[src/mlp_pkg.sv]
// ============================================================================
// mlp_pkg
// Shared constants, types and the sigmoid table generator for the 9-4-1
// perceptron.
// ============================================================================
package mlp_pkg;

    localparam int DATA_WIDTH          = 16;
    localparam int FRAC_BITS           = DATA_WIDTH - 4;
    localparam int N_INPUTS            = 9;
    localparam int N_HIDDEN            = 4;
    localparam int SIGMOID_ENTRIES_DEF = 256;
    localparam int PROB_WIDTH          = 16;
    localparam int SLOT_W              = 6;

    localparam int N_PARAMS   = N_INPUTS * N_HIDDEN + 2 * N_HIDDEN + 1;
    localparam int BIAS1_BASE = N_INPUTS * N_HIDDEN;
    localparam int W2_BASE    = BIAS1_BASE + N_HIDDEN;
    localparam int BIAS2_SLOT = W2_BASE + N_HIDDEN;

    localparam int PROD_W    = 2 * DATA_WIDTH;
    localparam int ACC_W     = PROD_W + 4;
    localparam int RND_W     = ACC_W - FRAC_BITS;
    localparam int LANE_W    = $clog2(N_HIDDEN);
    localparam int IN_IDX_W  = $clog2(N_INPUTS);

    localparam longint unsigned Q30_ONE = 64'd1 << 30;

    typedef enum logic [1:0] {
        K_WEIGHT     = 2'd0,
        K_BIAS       = 2'd1,
        K_OUT_WEIGHT = 2'd2,
        K_OUT_BIAS   = 2'd3
    } t_slot_kind;

    typedef struct packed {
        logic                         en;
        t_slot_kind                   kind;
        logic [LANE_W-1:0]            lane;
        logic [IN_IDX_W-1:0]          idx;
        logic signed [DATA_WIDTH-1:0] value;
    } t_load;

    typedef struct packed {
        logic                start;
        logic                mac;
        logic                act;
        logic                mul;
        logic [IN_IDX_W-1:0] cnt;
    } t_lane_ctl;

    typedef struct packed {
        logic sum;
        logic rnd;
        logic lut;
    } t_merge_ctl;

    // Entry k: round(65535 / (1 + exp(-centre))), Q30 exponential, elaboration only.
    function automatic logic [PROB_WIDTH-1:0] sigmoid_entry(input int unsigned k,
                                                            input int unsigned Entries);
        longint unsigned Pos;
        longint unsigned Neg;
        longint unsigned Num;
        longint unsigned Den;
        longint unsigned y;
        longint unsigned term;
        longint unsigned e;
        longint unsigned D;
        longint unsigned v;
        longint          sum;
        int unsigned     Step;
        int unsigned     Sq;
        Pos  = 64'(16 * k + 8);
        Neg  = 64'(8 * Entries);
        Num  = (Pos >= Neg) ? (Pos - Neg) : (Neg - Pos);
        Den  = 64'(Entries) * 64'd16;
        y    = (Num << 30) / Den;
        term = Q30_ONE;
        sum  = longint'(Q30_ONE);
        for (Step = 1; Step <= 24; Step++) begin
            term = ((term * y) >> 30) / 64'(Step);
            if (Step[0])
                sum = sum - longint'(term);
            else
                sum = sum + longint'(term);
        end
        e = (sum < 0) ? 64'd0 : longint'(sum);
        for (Sq = 0; Sq < 4; Sq++) begin
            e = (e * e) >> 30;
        end
        D = Q30_ONE + e;
        if (Pos >= Neg)
            v = (64'd65535 * Q30_ONE + D / 2) / D;
        else
            v = (64'd65535 * e + D / 2) / D;
        if (v > 64'd65535)
            v = 64'd65535;
        return v[PROB_WIDTH-1:0];
    endfunction

endpackage

[src/mlp_lane.sv]
// ============================================================================
// mlp_lane
// One hidden unit: weight store, serial MAC over the features, ReLU with
// saturation, and the product with its output-layer weight.
// ============================================================================
module mlp_lane #(
    parameter int LANE_ID = 0
) (
    input  logic                                         i_clk,
    input  logic                                         i_rst_n,
    input  mlp_pkg::t_load                               i_load,
    input  mlp_pkg::t_lane_ctl                           i_ctl,
    input  logic signed [mlp_pkg::DATA_WIDTH-1:0]        i_feat,
    output logic signed [mlp_pkg::PROD_W-1:0]            o_prod,
    output logic                                         o_sat
);
    import mlp_pkg::*;

    logic signed [DATA_WIDTH-1:0] r_w [N_INPUTS];
    logic signed [DATA_WIDTH-1:0] r_b1;
    logic signed [DATA_WIDTH-1:0] r_w2;
    logic signed [ACC_W-1:0]      r_acc;
    logic signed [DATA_WIDTH-1:0] r_hidden;
    logic signed [PROD_W-1:0]     r_prod;
    logic                         r_sat;

    logic                         w_mine;
    logic signed [PROD_W-1:0]     w_mac;
    logic [ACC_W-1:0]             w_rnd;
    logic [RND_W-1:0]             w_s;
    logic                         w_neg;
    logic                         w_over;
    logic signed [DATA_WIDTH-1:0] n_hidden;

    assign w_mine = i_load.en && (i_load.lane == LANE_W'(LANE_ID));
    assign w_mac  = i_feat * r_w[i_ctl.cnt];

    assign w_rnd  = r_acc + ACC_W'(1 << (FRAC_BITS - 1));
    assign w_s    = w_rnd[ACC_W-1:FRAC_BITS];
    assign w_neg  = w_s[RND_W-1];
    assign w_over = !w_neg && (|w_s[RND_W-2:DATA_WIDTH-1]);

    always_comb begin
        if (w_neg)
            n_hidden = '0;
        else if (w_over)
            n_hidden = {1'b0, {(DATA_WIDTH-1){1'b1}}};
        else
            n_hidden = w_s[DATA_WIDTH-1:0];
    end

    always_ff @(posedge i_clk) begin
        if (!i_rst_n) begin
            for (int i = 0; i < N_INPUTS; i++) begin
                r_w[i] <= '0;
            end
            r_b1  <= '0;
            r_w2  <= '0;
            r_sat <= 1'b0;
        end else begin
            if (w_mine) begin
                case (i_load.kind)
                    K_WEIGHT:     r_w[i_load.idx] <= i_load.value;
                    K_BIAS:       r_b1 <= i_load.value;
                    K_OUT_WEIGHT: r_w2 <= i_load.value;
                    default: ;
                endcase
            end
            if (i_ctl.act) begin
                r_sat <= w_over;
            end
        end
    end

    always_ff @(posedge i_clk) begin
        if (i_ctl.start) begin
            r_acc <= {{(ACC_W-DATA_WIDTH-FRAC_BITS){r_b1[DATA_WIDTH-1]}}, r_b1,
                      {FRAC_BITS{1'b0}}};
        end else if (i_ctl.mac) begin
            r_acc <= r_acc + {{(ACC_W-PROD_W){w_mac[PROD_W-1]}}, w_mac};
        end
        if (i_ctl.act) begin
            r_hidden <= n_hidden;
        end
        if (i_ctl.mul) begin
            r_prod <= r_hidden * r_w2;
        end
    end

    assign o_prod = r_prod;
    assign o_sat  = r_sat;
endmodule

[config.mk]
export PLATFORM = sky130hd
export DESIGN_NAME = mlp_lane
export DESIGN_NICKNAME = d
export VERILOG_FILES = /design/src/mlp_pkg.sv /design/src/mlp_lane.sv
export SDC_FILE = /design/constraint.sdc
export NUM_CORES = 2
export LEC_CHECK = 0
export BUFFER_PORTS_ARGS = -buffer_cell sky130_fd_sc_hd__buf_2
export CORE_UTILIZATION = 55
export CTS_CLUSTER_DIAMETER = 150
export CTS_CLUSTER_SIZE = 10
export DETAILED_ROUTE_END_ITERATION = 6
export GPL_TIMING_DRIVEN = 1
export PLACE_DENSITY = 0.71
export SLEW_MARGIN = 20
export SYNTH_ARGS = -nofsm -noshare
export SYNTH_HDL_FRONTEND = slang
export SYNTH_SLANG_ARGS = --single-unit
[constraint.sdc]
create_clock -name i_clk -period 13.5 [get_ports i_clk]
set_clock_uncertainty 0.15 [all_clocks]
set_input_delay 1.35 -clock i_clk [delete_from_list [all_inputs] [get_ports i_clk]]
set_output_delay 1.35 -clock i_clk [all_outputs]
set_load 0.02 [all_outputs]
Word-level counts from Yosys, hierarchy flattened
Memories as Yosys holds them, arrays and structs flattened.
Cells that the tools add are included.
- word-level logic and storage cells: 37
- RAM bits: 144
- input bits: 51
- output and inout port bits: 33
- memories kept: 1
- register bits after elaboration: 117
- $add $sub $neg: 2
- reduce and logical (&&, ||, !) cells: 11
- eq/ne operators: 2
- multipliers: 2
- muxes and demuxes: 11
- memory list (memory ; depth ; width ; read ports ; clocked after Yosys merged registers in ; write ports ; line ; text):
    r_w ; 9 ; 16 ; 1 ; 0 ; 9 ; mlp_lane.sv:19 ; logic signed [DATA_WIDTH-1:0] r_w [N_INPUTS];
- operators by type and width (kind ; number):
    2-to-1 mux 36 bit ; 2
    multiplier 16 x 16 -> 32 bit ; 2
    adder 36 x 13 -> 36 bit (second input constant) ; 1
    adder 36 bit ; 1
    2-to-1 mux 16 bit ; 1
    OR reduction 16 bit ; 1
    2-to-1 mux 15 bit ; 1
    OR reduction 8 bit ; 1
    2-to-1 mux 1 bit ; 6
    zero test 2 bit ; 2
    2-to-1 mux 4 bit ; 1
    AND reduction 2 bit ; 2
    == test 2 x 1 -> 1 bit (second input constant) ; 1
    == test 2 bit (second input constant) ; 1
    logical AND 1 bit ; 2
    nonzero test 2 bit ; 1
    OR reduction 2 bit ; 1
    zero test 1 bit ; 1

Longest topological paths before layout
- depth after elaboration: 7
- gate-level depth with buffers: 39
- gate-level depth less buffers: 35

Worst setup path after synthesis
OpenSTA, ideal clock, no wires.
- path type: in2reg
- start point: input i_ctl[0] (netlist name)
- end point: register r_acc[35], data pin
- library setup time: 0.145 ns
- stages: 37
- arrival time: 10.057 ns
- path buffers: 4
- path slack: 3.148 ns
- data required time: 13.205 ns
- cell sequence: buf_4 buf_6 buf_4 mux4_2 mux4_2 clkbuf_1 and2_1 fa_1 inv_1 fa_1 fa_1 inv_1 fa_1 fa_1 inv_1 fa_1 inv_1 ha_1 a21oi_1 nand2_1 a31oi_1 a211oi_1 a211o_1 a21o_1 a2111oi_2 nor3_1 xor2_1 ha_1 a21o_1 a21o_1 a21oi_1 nor4bb_1 a32o_2 o32ai_4 a31oi_1 xor3_1 o21ai_1
- cells in the longest elaborated chain, start to end: 5
- ends and longest elaborated chain (element ; line ; text):
    start: declaration ; mlp_lane.sv:12 ; input mlp_pkg::t_lane_ctl i_ctl,
    memory (9 x 16 bit) ; - ;
    multiplier 16 x 16 -> 32 bit ; mlp_lane.sv:36 ; assign w_mac = i_feat * r_w[i_ctl.cnt];
    adder 36 bit ; mlp_lane.sv:80 ; r_acc <= r_acc + {{(ACC_W-PROD_W){w_mac[PROD_W-1]}}, w_mac};
    2-to-1 mux 36 bit ; mlp_lane.sv:79 ; end else if (i_ctl.mac) begin
    2-to-1 mux 36 bit ; mlp_lane.sv:76 ; if (i_ctl.start) begin
    end signal: assignment ; mlp_lane.sv:77 ; r_acc <= {{(ACC_W-DATA_WIDTH-FRAC_BITS){r_b1[DATA_WIDTH-1]}}, r_b1,
    end signal: assignment ; mlp_lane.sv:80 ;
    end: declaration ; mlp_lane.sv:22 ; logic signed [ACC_W-1:0] r_acc;
Every way passes these cells. The select of a mux whose other input is x is not followed.
A chain may end at the register's enable or synchronous reset.

Worst setup path in the final report
- start point: input i_ctl[1] (netlist name)
- end point: register r_acc[35], data pin
Same word-level chain as after synthesis.

==> summary.txt <==
Status
  – Status: finished, final reports clean

Timing
  – Setup violators final: 0
  – Slew Limit Fails: 0
  – Post-layout min period: around 11 ns
  – Fin Hold WS: between 0.3 and 0.4 ns
  – Fin. Hold Viols: 0
  – Max-slew headroom: between 20 and 25%
  – Post-route clock period utilization: around four fifths
  – TNS Setup: 0 ns
  – Slew @ Worst Pin: about 1.2 ns
  – Max frequency: between 90 and 100 MHz
  – RSZ-0062 raised after global routing: no

Clock tree
  – Clk sinks: 373
  – Post_cts resized: 0
  – Clock Latency Late Sink: about 0.59 ns
  – CTS Buf Count: between 40 and 50
  – Hold buffer count at CTS: 0
  – # Post-CTS Setup Buffers: 0
  – TritonCTS clock tree: yes
  – Clock slew at reported path FFs: approximately 0.06 ns
  – CTS root buf: clkbuf_16
  – CTS H-Tree Depth: 2
  – Longest Clk Path Bufs: 3

Place
  – Global placement routability congestion: just over 0.9
  – Port Buffer Count: 83
  – HPWL after DPL: 64,320 µm

Hold path
  – WHS Endpoint: r_acc[5]$_SDFFE_PP0P_
  – Worst Hold Class: register to register
  – Depth of the worst hold-timing path: 2
  – Hold path startpoint: r_acc[5]$_SDFFE_PP0P_

Critical path
  – Reg2reg end: r_acc[35]$_DFFE_PP_
  – CP dominant cell by count: fa_1
  – CP Class: primary input to register
  – Crit path DAT: approximately 11 ns
  – CP max stage delay: a little over 0.8 ns
  – Internal reg-to-reg setup slack: roughly 4.0 ns
  – Crit. End Element: register
  – Critical R2R Launch: r_w[14][1]$_DFFE_PP_
  – Required @ worst endpoint: approximately 14 ns
  – Worst path slowest cell: buf_2
  – Reg2reg path depth: 33
  – Largest fanout on the critical path: 40
  – Setup crit start kind: primary input

Yosys
  – Synth unique cells: 74
  – Fraction of registers with async set/reset: 0%
  – Synth top area share: ~29%
  – Cell count after synthesis: approximately 3,300
  – Top-count cell post-synth: inv_1
  – Post-synthesis sequential area ratio: about 29%
  – Ys flop type: edfxtp_1
  – Yosys top cell by area: fa_1
  – Syn Area/Cell: 11.00 µm²
  – Yosys reg bits: around 370
  – Synth Cell Area: 0.03663 mm²
  – Mapped Nets: 4,107
  – Warnings, synthesis: 0
  – List of most frequent post-synthesis cells: 590 x inv_1, 525 x fa_1, 391 x and2_1
  – Largest cells by area after synthesis: fa_1 29%, edfxtp_1 27%, ha_1 6.8%
  – Post-synth EDFFs: 328

Global routing
  – Pin count of the biggest net entering global routing: 44
  – Initial antenna violation count: 2
  – First-pass GRT wire length: 139,800 µm
  – Total gr overflow: 0
  – Number of global-route vias before repair: about 26,000
  – Global-route usage over all layers: a little over a quarter

Routing
  – DRC: 0
  – Drt via density: 5.719
  – Drt first pass iters: 6
  – Initial DRC Count: 2,115
  – Routed WL per cell: 20.48 µm
  – Routed Antenna Nets: 0
  – Via Count: about 24,000
  – Post-Route WL: between 80,000 and 90,000 µm

Floorplan
  – Die H: between 200 and 300 µm
  – Die X: between 200 and 300 µm
  – Die area: between 0.06 and 0.07 mm²
  – CORE AREA: approximately 0.066 mm²
  – Row count: 94
  – Top Ports: 84
  – Starting density of the core: a little under three fifths

Finish
  – Net count reported at finish: 4,130
  – Share of layout cells above drive strength 1: between 7 and 8%
  – Reg area: 0.01075 mm²
  – Area of the multi-input gates: ~0.023 mm²
  – Fillers: approximately 5,400
  – Area growth syn-to-layout: 6.654%

Run
  – MaxCap Viol Count: 0
cells in the final DEF (no fill, tap or decap), types with 5 or more instances in the layout:
| master | netlist | routed |
|---|---|---|
| and3_1 | 11 | 11 |
| buf_2 | 14 | 82 |
| nand4_1 | 10 | 10 |
| mux2i_1 | 23 | 23 |
| o31ai_1 | 8 | 8 |
| o21a_1 | 21 | 21 |
| nor2b_1 | 29 | 29 |
| nor3_1 | 20 | 19 |
| a31oi_1 | 8 | 8 |
| a211oi_1 | 10 | 10 |
| fa_1 | 525 | 525 |
| a21oi_1 | 95 | 95 |
| nand3_1 | 19 | 19 |
| o211ai_1 | 5 | 5 |
| clkbuf_1 | 109 | 26 |
| nor2_1 | 91 | 89 |
| o21ai_0 | 66 | 60 |
| edfxtp_1 | 328 | 328 |
| ha_1 | 200 | 200 |
| a21o_1 | 36 | 36 |
| or2_2 | 6 | 6 |
| clkbuf_16 | 0 | 43 |
| o21bai_1 | 15 | 15 |
| nand2b_1 | 32 | 31 |
| xnor2_1 | 82 | 81 |
| xor2_1 | 26 | 26 |
| a21boi_0 | 20 | 20 |
| inv_1 | 590 | 590 |
| nand2_1 | 343 | 343 |
| o21ai_1 | 4 | 10 |
| dfxtp_1 | 45 | 45 |
| buf_4 | 4 | 27 |
| mux4_2 | 79 | 79 |
| and2_1 | 391 | 391 |
area by class of cell:
| cell class | count | share of cell area (%) |
|---|---|---|
| Clock buffer | 69 | 3.004 |
| Antenna cell | 1 | 0.006405 |
| Sequential cell | 373 | 27.52 |
| Timing Repair Buffer | 109 | 1.569 |
| Clock inverter | 4 | 0.2018 |
| Multi-Input combinational cell | 2237 | 59.27 |
| Tap cell | 864 | 2.767 |
| Inverter | 590 | 5.669 |
sequential cells by signal, indices dropped and copies added (netlist names):
signal,count
r_w,256
r_acc,36
o_prod,32
r_b1,16
r_hidden,16
r_w2,16
o_sat,1
logic make-up (layout without fill, tap and decap cells):
group,count (synthesis),in the layout,share of synthesized area [%]
AOI/OAI and AO/OA,325,325,5.742
xor gates and xnor gates,109,109,2.647
adders and majority gates,725,725,35.52
buffers and inverters,721,772,7.498
DFF,373,373,29.35
muxes,104,104,5.547
other,1,2,0.01024
and+or+nand+nor,973,973,13.68
metrics by stage:
step	worst slack, ns	instance area [µm²]	utilization [%]	cells
2_1_floorplan	3.148	36630	-	3331
5_1_grt	2.255	39070	59.32	4247
3_3_place_gp	2.347	37800	57.39	4173
4_1_cts	2.835	39060	59.30	4246
6_report	2.814	39070	59.32	4247
3_5_place_dp	2.239	37810	57.40	4173
critical path: cells and delay by family:
| kind | cells | cell delay (ns) |
|---|---|---|
| simple gates | 5 | 0.64 |
| xor+xnor | 1 | 0.24 |
| mux | 2 | 1.12 |
| buf+inv | 6 | 1.14 |
| fa+ha+maj | 8 | 3.72 |
| compound gates | 12 | 2.70 |
layer usage:
metal  global-route usage [%]  up-vias  routed length (µm)
li1                         -    10720                   -
met1                    35.79    12480               34950
met2                    45.41      907               43540
met3                    3.324      186                5760
met4                    8.853        2                2724
met5                        0        -                  13
how the worst max path moves through the flow:
stage / start / to / slack, ns / cells past startpoint
floorplan: i_ctl[0] / r_acc[35]$_DFFE_PP_ / 3.15 / 37
global placement: i_ctl[0] / r_acc[35]$_DFFE_PP_ / 2.35 / 34
detailed placement: i_ctl[0] / r_acc[35]$_DFFE_PP_ / 2.24 / 34
CTS: i_ctl[0] / r_acc[35]$_DFFE_PP_ / 2.84 / 34
global route: i_ctl[0] / r_acc[27]$_DFFE_PP_ / 2.25 / 34
finish: i_ctl[1] / r_acc[35]$_DFFE_PP_ / 2.81 / 34
Power is not shown: default switching activity piles up to over one toggle a cycle in this logic, so the estimate is an artifact.
